**config.mk**
```make
export PLATFORM = sky130hd
export DESIGN_NAME = status_line_time_extractor_flat
export DESIGN_NICKNAME = d
export VERILOG_FILES = /design/src/hw/rtl/slte_pkg.sv /design/src/hw/rtl/slte_if.sv /design/src/hw/rtl/slte_front.sv /design/src/hw/rtl/slte_queue.sv /design/src/hw/rtl/slte_back.sv /design/src/hw/rtl/status_line_time_extractor.sv /design/src/flat_wrapper.sv
export SDC_FILE = /design/constraint.sdc
export NUM_CORES = 1
export LEC_CHECK = 0
export ABC_AREA = 1
export BUFFER_PORTS_ARGS = -buffer_cell sky130_fd_sc_hd__buf_4
export CAP_MARGIN = 5
export CORE_ASPECT_RATIO = 1.1
export CORE_MARGIN = 2
export CORE_UTILIZATION = 46
export CTS_BUF_LIST = sky130_fd_sc_hd__clkbuf_8
export DETAILED_ROUTE_END_ITERATION = 16
export SKIP_LAST_GASP = 1
export SLEW_MARGIN = 20
export SYNTH_ARGS = -nofsm -noshare
export SYNTH_HDL_FRONTEND = slang
export SYNTH_SLANG_ARGS = --single-unit
export TNS_END_PERCENT = 10
```
**constraint.sdc**
```tcl
create_clock -name clock -period 6.9 [get_ports clock]
set_input_delay 0.69 -clock clock [delete_from_list [all_inputs] [get_ports clock]]
set_output_delay 0.69 -clock clock [all_outputs]
set_load 0.05 [all_outputs]
```
**src/hw/rtl/slte_pkg.sv**
```systemverilog
// ---------------------------------------------------------------------------
// Status line time extractor package
// Shared widths, the captured-digit record and the queue transfer type.
// ---------------------------------------------------------------------------
package slte_pkg;

   localparam int NUM_DIGITS = 12;

   localparam int BYTE_W      = 8;
   localparam int SECONDS_W   = 13;
   localparam int HUNDREDTH_W = 7;
   localparam int TMIN_W      = 8;
   localparam int TSEC_W      = 6;
   localparam int MEDIA_W     = 20;

   // Twelve decimal digits of one capture, in the order they arrive.
   typedef struct packed {
      logic [NUM_DIGITS-1:0][3:0] digits;
      logic                       all_digits;
      logic                       seq_run;
   } rec_type;

   typedef struct packed {
      logic    valid;
      rec_type rec;
   } rec_xfer_type;

endpackage

```
**src/hw/rtl/slte_if.sv**
```systemverilog
// ---------------------------------------------------------------------------
// Status line time extractor channels
// Valid/ready channels for status bytes, time results and the mode register.
// ---------------------------------------------------------------------------
interface slte_req_if import slte_pkg::*; ();
   logic              valid;
   logic              ready;
   logic [BYTE_W-1:0] data_byte;
   logic              last_of_chunk;
   logic              sequence_running;

   modport source (output valid, data_byte, last_of_chunk, sequence_running, input ready);
   modport sink (input valid, data_byte, last_of_chunk, sequence_running, output ready);
endinterface

interface slte_rsp_if import slte_pkg::*; ();
   logic                   valid;
   logic                   ready;
   logic [SECONDS_W-1:0]   elapsed_seconds;
   logic [HUNDREDTH_W-1:0] elapsed_hundredths;
   logic [SECONDS_W-1:0]   remaining_seconds;
   logic [HUNDREDTH_W-1:0] remaining_hundredths;
   logic [TMIN_W-1:0]      total_minutes;
   logic [TSEC_W-1:0]      total_seconds;
   logic [MEDIA_W-1:0]     media_time_hundredths;
   logic                   send_sync;
   logic                   adjust_delay;
   logic                   digits_ok;

   modport source (
      output valid, elapsed_seconds, elapsed_hundredths, remaining_seconds,
             remaining_hundredths, total_minutes, total_seconds,
             media_time_hundredths, send_sync, adjust_delay, digits_ok,
      input  ready
   );
   modport sink (
      input  valid, elapsed_seconds, elapsed_hundredths, remaining_seconds,
             remaining_hundredths, total_minutes, total_seconds,
             media_time_hundredths, send_sync, adjust_delay, digits_ok,
      output ready
   );
endinterface

interface slte_csr_if ();
   logic valid;
   logic ready;
   logic sync_leader;

   modport source (output valid, sync_leader, input ready);
   modport sink (input valid, sync_leader, output ready);
endinterface

```
**src/hw/rtl/slte_front.sv**
```systemverilog
// ---------------------------------------------------------------------------
// Status line time extractor front end
// Keyword matcher and capture of the twelve digit positions after "Time:".
// ---------------------------------------------------------------------------
module slte_front import slte_pkg::*; (
   input  logic              clock,
   input  logic              reset,
   input  logic              accept,
   input  logic [BYTE_W-1:0] data_byte,
   input  logic              last_of_chunk,
   input  logic              sequence_running,
   output rec_xfer_type      push
);

   localparam logic [BYTE_W-1:0] CHAR_T     = 8'h54;
   localparam logic [BYTE_W-1:0] CHAR_I     = 8'h69;
   localparam logic [BYTE_W-1:0] CHAR_M     = 8'h6D;
   localparam logic [BYTE_W-1:0] CHAR_E     = 8'h65;
   localparam logic [BYTE_W-1:0] CHAR_COLON = 8'h3A;
   localparam logic [BYTE_W-1:0] CHAR_ZERO  = 8'h30;
   localparam logic [BYTE_W-1:0] CHAR_NINE  = 8'h39;

   localparam logic [4:0] LAST_POS = 5'd18;
   localparam logic [4:0] IDX_SAT  = 5'd20;

   typedef enum logic [6:0] {
      PH_IDLE    = 7'b0000001,
      PH_T       = 7'b0000010,
      PH_TI      = 7'b0000100,
      PH_TIM     = 7'b0001000,
      PH_TIME    = 7'b0010000,
      PH_COLON   = 7'b0100000,
      PH_CAPTURE = 7'b1000000
   } phase_type;

   typedef struct packed {
      logic       hit;
      logic [3:0] slot;
   } slot_type;

   // Digit positions of " mm:ss.cc [mm:ss.cc" mapped to digit slots.
   function automatic slot_type slot_of(input logic [4:0] pos);
      slot_type s;
      s.hit = 1'b1;
      unique case (pos)
         5'd1:    s.slot = 4'd0;
         5'd2:    s.slot = 4'd1;
         5'd4:    s.slot = 4'd2;
         5'd5:    s.slot = 4'd3;
         5'd7:    s.slot = 4'd4;
         5'd8:    s.slot = 4'd5;
         5'd11:   s.slot = 4'd6;
         5'd12:   s.slot = 4'd7;
         5'd14:   s.slot = 4'd8;
         5'd15:   s.slot = 4'd9;
         5'd17:   s.slot = 4'd10;
         5'd18:   s.slot = 4'd11;
         default: begin
            s.hit  = 1'b0;
            s.slot = 4'd0;
         end
      endcase
      return s;
   endfunction

   phase_type                  phase_ff, phase_in;
   logic [4:0]                 idx_ff, idx_in, idx_eff;
   logic [NUM_DIGITS-1:0][3:0] digit_ff;
   logic [NUM_DIGITS-1:0]      bad_ff;
   logic                       store, done, is_digit;
   logic [3:0]                 digit_val;
   slot_type                   wr_slot;

   assign is_digit  = (data_byte >= CHAR_ZERO) && (data_byte <= CHAR_NINE);
   assign digit_val = is_digit ? data_byte[3:0] : 4'd0;
   assign wr_slot   = slot_of(idx_eff);

   always_comb begin
      phase_in = phase_ff;
      idx_eff  = idx_ff;
      store    = 1'b0;
      done     = 1'b0;
      unique case (data_byte)
         CHAR_T:     phase_in = PH_T;
         CHAR_I:     phase_in = (phase_ff == PH_T) ? PH_TI : PH_IDLE;
         CHAR_M:     phase_in = (phase_ff == PH_TI) ? PH_TIM : PH_IDLE;
         CHAR_E:     phase_in = (phase_ff == PH_TIM) ? PH_TIME : PH_IDLE;
         CHAR_COLON: begin
            if (phase_ff == PH_TIME) begin
               phase_in = PH_COLON;
            end else if (idx_ff != 5'd0) begin
               store = 1'b1;
            end
         end
         default: begin
            if (phase_ff == PH_COLON) begin
               idx_eff  = 5'd0;
               phase_in = PH_CAPTURE;
            end
            if (phase_ff == PH_COLON || phase_ff == PH_CAPTURE) begin
               store = 1'b1;
               done  = (idx_eff == LAST_POS);
            end
         end
      endcase

      idx_in = idx_eff;
      if (store) begin
         idx_in = (idx_eff == IDX_SAT) ? IDX_SAT : idx_eff + 5'd1;
      end
      if (done) begin
         idx_in   = 5'd0;
         phase_in = PH_IDLE;
      end
      if (last_of_chunk) begin
         idx_in   = 5'd0;
         phase_in = PH_IDLE;
      end
   end

   always_ff @(posedge clock) begin
      if (reset) begin
         phase_ff <= PH_IDLE;
         idx_ff   <= 5'd0;
      end else if (accept) begin
         phase_ff <= phase_in;
         idx_ff   <= idx_in;
      end
   end

   always_ff @(posedge clock) begin
      if (accept && store && wr_slot.hit) begin
         digit_ff[wr_slot.slot] <= digit_val;
         bad_ff[wr_slot.slot]   <= ~is_digit;
      end
   end

   // The completing byte is the last digit, so it is merged in directly.
   always_comb begin
      push.valid                         = accept && done;
      push.rec.digits                    = digit_ff;
      push.rec.digits[NUM_DIGITS-1]      = digit_val;
      push.rec.all_digits                = ~(|bad_ff[NUM_DIGITS-2:0]) && is_digit;
      push.rec.seq_run                   = sequence_running;
   end

endmodule

```
**src/hw/rtl/slte_queue.sv**
```systemverilog
// ---------------------------------------------------------------------------
// Status line time extractor capture queue
// Small register FIFO that decouples the matcher from the arithmetic.
// ---------------------------------------------------------------------------
module slte_queue import slte_pkg::*; #(
   parameter int DEPTH = 4
) (
   input  logic         clock,
   input  logic         reset,
   input  rec_xfer_type push,
   input  logic         pop,
   output logic         full,
   output rec_xfer_type head
);

   localparam int PW = (DEPTH > 1) ? $clog2(DEPTH) : 1;
   localparam int CW = $clog2(DEPTH + 1);
   localparam logic [PW-1:0] LAST_PTR = PW'(DEPTH - 1);
   localparam logic [CW-1:0] FULL_CNT = CW'(DEPTH);

   rec_type       mem_ff [DEPTH];
   logic [PW-1:0] wr_ptr_ff, rd_ptr_ff;
   logic [CW-1:0] count_ff;
   logic          do_push, do_pop;

   assign full       = (count_ff == FULL_CNT);
   assign head.valid = (count_ff != '0);
   assign head.rec   = mem_ff[rd_ptr_ff];
   assign do_push    = push.valid && !full;
   assign do_pop     = pop && head.valid;

   always_ff @(posedge clock) begin
      if (do_push) begin
         mem_ff[wr_ptr_ff] <= push.rec;
      end
   end

   always_ff @(posedge clock) begin
      if (reset) begin
         wr_ptr_ff <= '0;
         rd_ptr_ff <= '0;
         count_ff  <= '0;
      end else begin
         if (do_push) begin
            wr_ptr_ff <= (wr_ptr_ff == LAST_PTR) ? '0 : wr_ptr_ff + PW'(1);
         end
         if (do_pop) begin
            rd_ptr_ff <= (rd_ptr_ff == LAST_PTR) ? '0 : rd_ptr_ff + PW'(1);
         end
         if (do_push && !do_pop) begin
            count_ff <= count_ff + CW'(1);
         end else if (do_pop && !do_push) begin
            count_ff <= count_ff - CW'(1);
         end
      end
   end

endmodule

```
**src/hw/rtl/slte_back.sv**
```systemverilog
// ---------------------------------------------------------------------------
// Status line time extractor back end
// Three-stage arithmetic pipeline: digit pairs, times and events, media time.
// ---------------------------------------------------------------------------
module slte_back import slte_pkg::*; (
   input  logic         clock,
   input  logic         reset,
   input  rec_xfer_type head,
   output logic         pop,
   slte_csr_if.sink     csr,
   slte_rsp_if.source   rsp
);

   function automatic logic [HUNDREDTH_W-1:0] pair_value(input logic [3:0] hi,
                                                        input logic [3:0] lo);
      return HUNDREDTH_W'(HUNDREDTH_W'(hi) * 7'd10 + HUNDREDTH_W'(lo));
   endfunction

   logic sync_leader_ff;
   logic en;

   // Stage 1: two-digit values.
   logic                   s1_v_ff;
   logic [HUNDREDTH_W-1:0] em_ff, es_ff, eh_ff, rm_ff, rs_ff, rh_ff;
   logic                   s1_ok_ff, s1_seq_ff;

   // Stage 2: seconds, totals and event flags.
   logic                   s2_v_ff;
   logic [SECONDS_W-1:0]   el_ff, re_ff;
   logic [HUNDREDTH_W-1:0] s2_eh_ff, s2_rh_ff;
   logic [TMIN_W-1:0]      tmin_ff;
   logic [TSEC_W-1:0]      tsec_ff;
   logic                   sync_ff, adj_ff, s2_ok_ff;
   logic [SECONDS_W-1:0]   last_sync_ff, last_check_ff;

   logic [SECONDS_W-1:0]   el_in, re_in;
   logic [7:0]             ssum;
   logic [1:0]             carry;
   logic [7:0]             tsec_wide;
   logic                   sync_in, adj_in;

   // Output register.
   logic                   out_v_ff;
   logic [SECONDS_W-1:0]   o_el_ff, o_re_ff;
   logic [HUNDREDTH_W-1:0] o_eh_ff, o_rh_ff;
   logic [TMIN_W-1:0]      o_tmin_ff;
   logic [TSEC_W-1:0]      o_tsec_ff;
   logic [MEDIA_W-1:0]     o_media_ff;
   logic                   o_sync_ff, o_adj_ff, o_ok_ff;

   assign en        = !out_v_ff || rsp.ready;
   assign pop       = en && head.valid;
   assign csr.ready = 1'b1;

   always_ff @(posedge clock) begin
      if (reset) begin
         sync_leader_ff <= 1'b0;
      end else if (csr.valid) begin
         sync_leader_ff <= csr.sync_leader;
      end
   end

   always_ff @(posedge clock) begin
      if (en) begin
         em_ff     <= pair_value(head.rec.digits[0], head.rec.digits[1]);
         es_ff     <= pair_value(head.rec.digits[2], head.rec.digits[3]);
         eh_ff     <= pair_value(head.rec.digits[4], head.rec.digits[5]);
         rm_ff     <= pair_value(head.rec.digits[6], head.rec.digits[7]);
         rs_ff     <= pair_value(head.rec.digits[8], head.rec.digits[9]);
         rh_ff     <= pair_value(head.rec.digits[10], head.rec.digits[11]);
         s1_ok_ff  <= head.rec.all_digits;
         s1_seq_ff <= head.rec.seq_run;
      end
   end

   always_comb begin
      el_in = SECONDS_W'(SECONDS_W'(em_ff) * 13'd60 + SECONDS_W'(es_ff));
      re_in = SECONDS_W'(SECONDS_W'(rm_ff) * 13'd60 + SECONDS_W'(rs_ff));
      ssum  = 8'(es_ff) + 8'(rs_ff);
      // The seconds sum stays below 200, so the quotient by sixty is at most three.
      if (ssum >= 8'd180) begin
         carry     = 2'd3;
         tsec_wide = ssum - 8'd180;
      end else if (ssum >= 8'd120) begin
         carry     = 2'd2;
         tsec_wide = ssum - 8'd120;
      end else if (ssum >= 8'd60) begin
         carry     = 2'd1;
         tsec_wide = ssum - 8'd60;
      end else begin
         carry     = 2'd0;
         tsec_wide = ssum;
      end
      sync_in = sync_leader_ff && (el_in != '0) && (el_in != last_sync_ff);
      adj_in  = s1_seq_ff && (el_in != '0) && (el_in != last_check_ff);
   end

   always_ff @(posedge clock) begin
      if (en) begin
         el_ff    <= el_in;
         re_ff    <= re_in;
         s2_eh_ff <= eh_ff;
         s2_rh_ff <= rh_ff;
         tmin_ff  <= TMIN_W'(em_ff) + TMIN_W'(rm_ff) + TMIN_W'(carry);
         tsec_ff  <= tsec_wide[TSEC_W-1:0];
         sync_ff  <= sync_in;
         adj_ff   <= adj_in;
         s2_ok_ff <= s1_ok_ff;
      end
   end

   // Each last-second register moves only for a flagged result, as it enters stage 2.
   always_ff @(posedge clock) begin
      if (reset) begin
         last_sync_ff  <= '0;
         last_check_ff <= '0;
      end else if (en && s1_v_ff) begin
         if (sync_in) begin
            last_sync_ff <= el_in;
         end
         if (adj_in) begin
            last_check_ff <= el_in;
         end
      end
   end

   always_ff @(posedge clock) begin
      if (en) begin
         o_el_ff    <= el_ff;
         o_re_ff    <= re_ff;
         o_eh_ff    <= s2_eh_ff;
         o_rh_ff    <= s2_rh_ff;
         o_tmin_ff  <= tmin_ff;
         o_tsec_ff  <= tsec_ff;
         o_media_ff <= MEDIA_W'(MEDIA_W'(el_ff) * 20'd100 + MEDIA_W'(s2_eh_ff));
         o_sync_ff  <= sync_ff;
         o_adj_ff   <= adj_ff;
         o_ok_ff    <= s2_ok_ff;
      end
   end

   always_ff @(posedge clock) begin
      if (reset) begin
         s1_v_ff  <= 1'b0;
         s2_v_ff  <= 1'b0;
         out_v_ff <= 1'b0;
      end else if (en) begin
         s1_v_ff  <= head.valid;
         s2_v_ff  <= s1_v_ff;
         out_v_ff <= s2_v_ff;
      end
   end

   assign rsp.valid                 = out_v_ff;
   assign rsp.elapsed_seconds       = o_el_ff;
   assign rsp.elapsed_hundredths    = o_eh_ff;
   assign rsp.remaining_seconds     = o_re_ff;
   assign rsp.remaining_hundredths  = o_rh_ff;
   assign rsp.total_minutes         = o_tmin_ff;
   assign rsp.total_seconds         = o_tsec_ff;
   assign rsp.media_time_hundredths = o_media_ff;
   assign rsp.send_sync             = o_sync_ff;
   assign rsp.adjust_delay          = o_adj_ff;
   assign rsp.digits_ok             = o_ok_ff;

endmodule

```
**src/hw/rtl/status_line_time_extractor.sv**
```systemverilog
// ---------------------------------------------------------------------------
// Status line time extractor
// Data path: the byte completing a capture is written to the queue, and the
// result then passes the pair stage, time stage and output register.
// Throughput: one byte per cycle; at most one result per cycle, limited by
// the output handshake. Bytes stall only while the capture queue is full.
// Reset (synchronous, active high) returns the matcher to idle, empties the
// queue and pipeline, and clears the sync mode and both last-second registers.
// ---------------------------------------------------------------------------
module status_line_time_extractor import slte_pkg::*; #(
   parameter int QUEUE_DEPTH = 4
) (
   input logic         clock,
   input logic         reset,
   slte_req_if.sink    req_bus,
   slte_rsp_if.source  rsp_bus,
   slte_csr_if.sink    csr_bus
);

   rec_xfer_type push, head;
   logic         q_full, pop, accept;

   assign req_bus.ready = !q_full;
   assign accept        = req_bus.valid && req_bus.ready;

   slte_front u_front (
      .clock            (clock),
      .reset            (reset),
      .accept           (accept),
      .data_byte        (req_bus.data_byte),
      .last_of_chunk    (req_bus.last_of_chunk),
      .sequence_running (req_bus.sequence_running),
      .push             (push)
   );

   slte_queue #(
      .DEPTH (QUEUE_DEPTH)
   ) u_queue (
      .clock (clock),
      .reset (reset),
      .push  (push),
      .pop   (pop),
      .full  (q_full),
      .head  (head)
   );

   slte_back u_back (
      .clock (clock),
      .reset (reset),
      .head  (head),
      .pop   (pop),
      .csr   (csr_bus),
      .rsp   (rsp_bus)
   );

   // A completed capture must never be dropped at the queue.
   assert property (@(posedge clock) disable iff (reset) push.valid |-> !q_full)
      else $error("capture pushed into a full queue");

   assert property (@(posedge clock) disable iff (reset)
      (rsp_bus.valid && (rsp_bus.send_sync || rsp_bus.adjust_delay))
         |-> (rsp_bus.elapsed_seconds != '0))
      else $error("event flag raised for zero elapsed time");

   assert property (@(posedge clock) disable iff (reset)
      rsp_bus.valid |-> (rsp_bus.total_seconds < TSEC_W'(60)))
      else $error("total seconds out of range");

   assert property (@(posedge clock) $past(reset) |-> !rsp_bus.valid)
      else $error("result valid right after reset");

endmodule
```
**src/flat_wrapper.sv**
```systemverilog
// flat-port wrapper written by rule: the top's interface ports become plain ports
module status_line_time_extractor_flat import slte_pkg::*;
#(
   parameter int QUEUE_DEPTH = 4
)
  (clock, reset, req_bus_valid, req_bus_data_byte, req_bus_last_of_chunk, req_bus_sequence_running, req_bus_ready, rsp_bus_valid, rsp_bus_elapsed_seconds, rsp_bus_elapsed_hundredths, rsp_bus_remaining_seconds, rsp_bus_remaining_hundredths, rsp_bus_total_minutes, rsp_bus_total_seconds, rsp_bus_media_time_hundredths, rsp_bus_send_sync, rsp_bus_adjust_delay, rsp_bus_digits_ok, rsp_bus_ready, csr_bus_valid, csr_bus_sync_leader, csr_bus_ready);
  slte_req_if req_bus_i ();
  slte_rsp_if rsp_bus_i ();
  slte_csr_if csr_bus_i ();
  input logic clock;
  input logic reset;
  input wire logic [$bits(req_bus_i.valid)-1:0] req_bus_valid;
  input wire logic [$bits(req_bus_i.data_byte)-1:0] req_bus_data_byte;
  input wire logic [$bits(req_bus_i.last_of_chunk)-1:0] req_bus_last_of_chunk;
  input wire logic [$bits(req_bus_i.sequence_running)-1:0] req_bus_sequence_running;
  output wire logic [$bits(req_bus_i.ready)-1:0] req_bus_ready;
  output wire logic [$bits(rsp_bus_i.valid)-1:0] rsp_bus_valid;
  output wire logic [$bits(rsp_bus_i.elapsed_seconds)-1:0] rsp_bus_elapsed_seconds;
  output wire logic [$bits(rsp_bus_i.elapsed_hundredths)-1:0] rsp_bus_elapsed_hundredths;
  output wire logic [$bits(rsp_bus_i.remaining_seconds)-1:0] rsp_bus_remaining_seconds;
  output wire logic [$bits(rsp_bus_i.remaining_hundredths)-1:0] rsp_bus_remaining_hundredths;
  output wire logic [$bits(rsp_bus_i.total_minutes)-1:0] rsp_bus_total_minutes;
  output wire logic [$bits(rsp_bus_i.total_seconds)-1:0] rsp_bus_total_seconds;
  output wire logic [$bits(rsp_bus_i.media_time_hundredths)-1:0] rsp_bus_media_time_hundredths;
  output wire logic [$bits(rsp_bus_i.send_sync)-1:0] rsp_bus_send_sync;
  output wire logic [$bits(rsp_bus_i.adjust_delay)-1:0] rsp_bus_adjust_delay;
  output wire logic [$bits(rsp_bus_i.digits_ok)-1:0] rsp_bus_digits_ok;
  input wire logic [$bits(rsp_bus_i.ready)-1:0] rsp_bus_ready;
  input wire logic [$bits(csr_bus_i.valid)-1:0] csr_bus_valid;
  input wire logic [$bits(csr_bus_i.sync_leader)-1:0] csr_bus_sync_leader;
  output wire logic [$bits(csr_bus_i.ready)-1:0] csr_bus_ready;
  assign req_bus_i.valid = req_bus_valid;
  assign req_bus_i.data_byte = req_bus_data_byte;
  assign req_bus_i.last_of_chunk = req_bus_last_of_chunk;
  assign req_bus_i.sequence_running = req_bus_sequence_running;
  assign req_bus_ready = req_bus_i.ready;
  assign rsp_bus_valid = rsp_bus_i.valid;
  assign rsp_bus_elapsed_seconds = rsp_bus_i.elapsed_seconds;
  assign rsp_bus_elapsed_hundredths = rsp_bus_i.elapsed_hundredths;
  assign rsp_bus_remaining_seconds = rsp_bus_i.remaining_seconds;
  assign rsp_bus_remaining_hundredths = rsp_bus_i.remaining_hundredths;
  assign rsp_bus_total_minutes = rsp_bus_i.total_minutes;
  assign rsp_bus_total_seconds = rsp_bus_i.total_seconds;
  assign rsp_bus_media_time_hundredths = rsp_bus_i.media_time_hundredths;
  assign rsp_bus_send_sync = rsp_bus_i.send_sync;
  assign rsp_bus_adjust_delay = rsp_bus_i.adjust_delay;
  assign rsp_bus_digits_ok = rsp_bus_i.digits_ok;
  assign rsp_bus_i.ready = rsp_bus_ready;
  assign csr_bus_i.valid = csr_bus_valid;
  assign csr_bus_i.sync_leader = csr_bus_sync_leader;
  assign csr_bus_ready = csr_bus_i.ready;
  status_line_time_extractor #(.QUEUE_DEPTH(QUEUE_DEPTH)) u_core (.clock(clock), .reset(reset), .req_bus(req_bus_i), .rsp_bus(rsp_bus_i), .csr_bus(csr_bus_i));
endmodule
```
==> impl_metrics.json <==
{
  "netlist.top_cell.by_area": "sky130_fd_sc_hd__edfxtp_1",
  "critical_path_class": "flop to flop",
  "root_buffer": "sky130_fd_sc_hd__clkbuf_8",
  "crit_path_cell_trace": "ha_1, inv_1, fa_1, xnor2_1, inv_1, ha_1, inv_1, o21ai_0, a31oi_1, inv_1, fa_1, ha_1, fa_1, a21o_1, a21oi_1, o21ai_0, a21oi_1, xnor2_1",
  "post_route_cells_drive_above_1_share": 0.118,
  "gp_congestion": 0.866,
  "postRouteAntennaNets": 0,
  "part_of_the_cycle_the_worst_path_needs": 0.670,
  "critical_path.max_fanout": 7,
  "synth_top_area_frac": 0.542,
  "cp.arrival_ns": 5.04,
  "drt_iter0_drcs": 804,
  "fillers": 4421,
  "drcViolationCount": 0,
  "postSynth.topFlopCell": "sky130_fd_sc_hd__edfxtp_1",
  "clock_insertion_delay_worst_skew_ns": 0.68,
  "core.rowCount": 87,
  "grt_first_pass_wirelength_um": 74600,
  "mappedNetlistArea_um2": 23900,
  "leading_cell_types_by_count_after_synthesis": "sky130_fd_sc_hd__edfxtp_1 (431), sky130_fd_sc_hd__nand2_1 (369), sky130_fd_sc_hd__inv_1 (277)",
  "critical_path.endpoint_type": "flop",
  "synth_edf_count": 431,
  "area_growth_syn_to_layout_pct": 12.3,
  "chipHeight_um": 243,
  "r2r_start": "u_core.u_back.es_ff[0]",
  "post-route-cell-area_um2": 26800,
  "synth_fp_nets": 2368,
  "cts-buffers-inserted": 80,
  "grt-ovfl-total": 0,
  "tritoncts": "built",
  "clock_path_buffers": 3,
  "ctsResizeCount": 0,
  "avgSynthCellArea_um2": 11.1,
  "dpl.hpwl_um": 30100,
  "final_net_count": 2510,
  "max_freq_ghz": 0.216,
  "via_per_inst": 4.99,
  "holdCritPathClass": "primary input to flop",
  "unrepaired_setup_endpoints_after_global_routing": "no",
  "clk_pin_slew_ns": 0.06,
  "cp_slowest_stage_delay_ns": 0.46,
  "timing.max_cap.violations": 0,
  "worst_pin_slew_ns": 1.05,
  "route.detailed.wl_per_inst_um": 15.2,
  "worstHoldPathCells": 2,
  "gr-usage-all-layers": 0.173,
  "timing.critical_path.from_type": "flop",
  "worst_path_most_repeated_cell": "sky130_fd_sc_hd__inv_1",
  "outcome": "completed",
  "top_level_i_o_count": 96,
  "initial_utilization": 0.466,
  "placed_area_um2": 25300,
  "whs_endpoint": "u_core.u_back.sync_leader_ff",
  "yosys.cell_count.top_type": "sky130_fd_sc_hd__edfxtp_1",
  "hold_viol": 0,
  "fin_setup_tns_ns": 0,
  "num_vias": 15000,
  "cts.sink_count": 482,
  "dp_slack_ns": 2.28,
  "highest_delay_cell_along_the_critical_path": "sky130_fd_sc_hd__edfxtp_1",
  "cts_hold_repair.buffers": 0,
  "min-delay-start": "csr_bus_valid",
  "netlist_instances": 2144,
  "worst_r2r_endpoint": "u_core.u_back.tmin_ff[7]",
  "pin_count_of_the_biggest_net_entering_global_routing": 107,
  "timing.clock.skew_ns": 0.0461,
  "design.core.area_um2": 51300,
  "timing.reg2reg.worst_path_depth": 18,
  "layout_setup_ws_ns": 2.28,
  "setup-violations-final": 0,
  "synth-warning-count": 0,
  "drv_slew": 0,
  "crit_required_ns": 7.32,
  "ys_ff_latch": 482,
  "ff2ff_setup_slack_ns": 2.28,
  "die-area_um2": 53700,
  "drt-total-wl_um": 45800,
  "drtPass1Iterations": 5,
  "post_cts.repair.setup_buffers": 0,
  "max_slew_margin": 0.301,
  "cts-htree-levels": 3,
  "number_of_antenna_violations_at_the_first_check_in_global_routing": 1,
  "dieWidth_um": 221,
  "count_of_input_and_output_buffers": 94,
  "synthDistinctLibCells": 56,
  "period_minus_ws_final_ns": 4.62,
  "ys_seq_area_frac": 0.585,
  "first_global_vias": 15000,
  "yosys-top-cells-area": "sky130_fd_sc_hd__edfxtp_1 (54%), sky130_fd_sc_hd__ha_1 (8.3%), sky130_fd_sc_hd__nand2_1 (5.8%)",
  "ys_async_sr_fraction": 0,
  "postLayoutCoreUtil": 0.523
}
worst max path at each step:
stage	cells after the start	slack [ns]	startpoint	endpoint
detailed placement	18	2.28	u_core.u_back.es_ff[0]	u_core.u_back.tmin_ff[7]
global route	18	1.85	u_core.u_back.es_ff[0]	u_core.u_back.tmin_ff[7]
finish	18	2.28	u_core.u_back.es_ff[0]	u_core.u_back.tmin_ff[7]
floorplan	8	0.59	rsp_bus_ready	u_core.u_queue.count_ff[1]
global placement	18	2.43	u_core.u_back.es_ff[0]	u_core.u_back.tmin_ff[7]
CTS	18	2.31	u_core.u_back.es_ff[0]	u_core.u_back.tmin_ff[7]
area by class of cell:
cell class                 count  area, um^2  share of cell area
tap                          667         835              0.0311
antenna                        1        2.50           0.0000933
sequential                   482       14000               0.521
inverter                     284        1080              0.0402
clock inverter                48         314              0.0117
timing repair buffer         105         788              0.0294
clock buffer                  85        1170              0.0436
multi-input combinational   1333        8660               0.323
sequential cells by signal (all words and copies together), names as in the netlist, 8 cells and up, named ones only:
register / count
u_core.u_back.el_ff: 13
u_core.u_back.last_check_ff: 13
u_core.u_back.last_sync_ff: 13
u_core.u_back.re_ff: 13
u_core.u_back.rsp.elapsed_seconds: 13
u_core.u_back.rsp.media_time_hundredths: 18
u_core.u_back.rsp.remaining_seconds: 13
u_core.u_back.rsp.total_minutes: 8
u_core.u_back.tmin_ff: 8
u_core.u_front.bad_ff: 11
u_core.u_front.push: 44
u_core.u_queue.mem_ff: 200
layout by cell type (no fill, tap or decap), types with 9 or more instances in the layout:
| cell | count |
|---|---|
| sky130_fd_sc_hd__clkinv_2 | 9 |
| sky130_fd_sc_hd__o22ai_1 | 34 |
| sky130_fd_sc_hd__a32oi_1 | 12 |
| sky130_fd_sc_hd__dfxtp_1 | 49 |
| sky130_fd_sc_hd__nand3_1 | 111 |
| sky130_fd_sc_hd__xnor2_1 | 26 |
| sky130_fd_sc_hd__clkbuf_8 | 85 |
| sky130_fd_sc_hd__nand2_2 | 17 |
| sky130_fd_sc_hd__buf_4 | 105 |
| sky130_fd_sc_hd__edfxtp_1 | 431 |
| sky130_fd_sc_hd__nand2_1 | 369 |
| sky130_fd_sc_hd__nor2_1 | 210 |
| sky130_fd_sc_hd__nand4_1 | 16 |
| sky130_fd_sc_hd__o21ai_0 | 97 |
| sky130_fd_sc_hd__xor2_1 | 66 |
| sky130_fd_sc_hd__nand3_2 | 9 |
| sky130_fd_sc_hd__inv_1 | 296 |
| sky130_fd_sc_hd__a21oi_1 | 76 |
| sky130_fd_sc_hd__clkinv_1 | 11 |
| sky130_fd_sc_hd__fa_1 | 50 |
| sky130_fd_sc_hd__ha_1 | 158 |
| sky130_fd_sc_hd__nor3_1 | 10 |
layer usage:
metal  track usage  routed length (um)  share of wire  vias to the layer above
li1              -                   -              -                     7556
met1         0.213               20200           0.44                     7154
met2         0.308               23000           0.50                      238
met3        0.0299                1780          0.039                       61
met4        0.0590                 831          0.018                        0
met5             0                   0              0                        -
cell families after synthesis:
kind of cell,synth area share
and+or+nand+nor,0.146
DFF,0.585
buffers and inverters,0.0538
AOI/OAI and AO/OA,0.0567
adders and majority gates,0.125
xor gates and xnor gates,0.0338
other,0.000157
through the flow:
step                std cells  hold WS (ns)
finish                   3005         0.224
floorplan                2144         0.400
CTS                      3004         0.161
global placement         2871         0.400
global route             3005         0.183
detailed placement       2871         0.405
critical path: cells and delay by family (launching register included):
kind | cells | cell delay (ns)
adders and majority gates | 6 | 1.92
AOI/OAI and AO/OA | 6 | 1.13
xor gates and xnor gates | 2 | 0.53
DFF | 1 | 0.46
buffers and inverters | 4 | 0.37
Power is left out: the tool's default activity adds up to more than one toggle a clock period on the data nets, which glitch-free logic cannot reach.
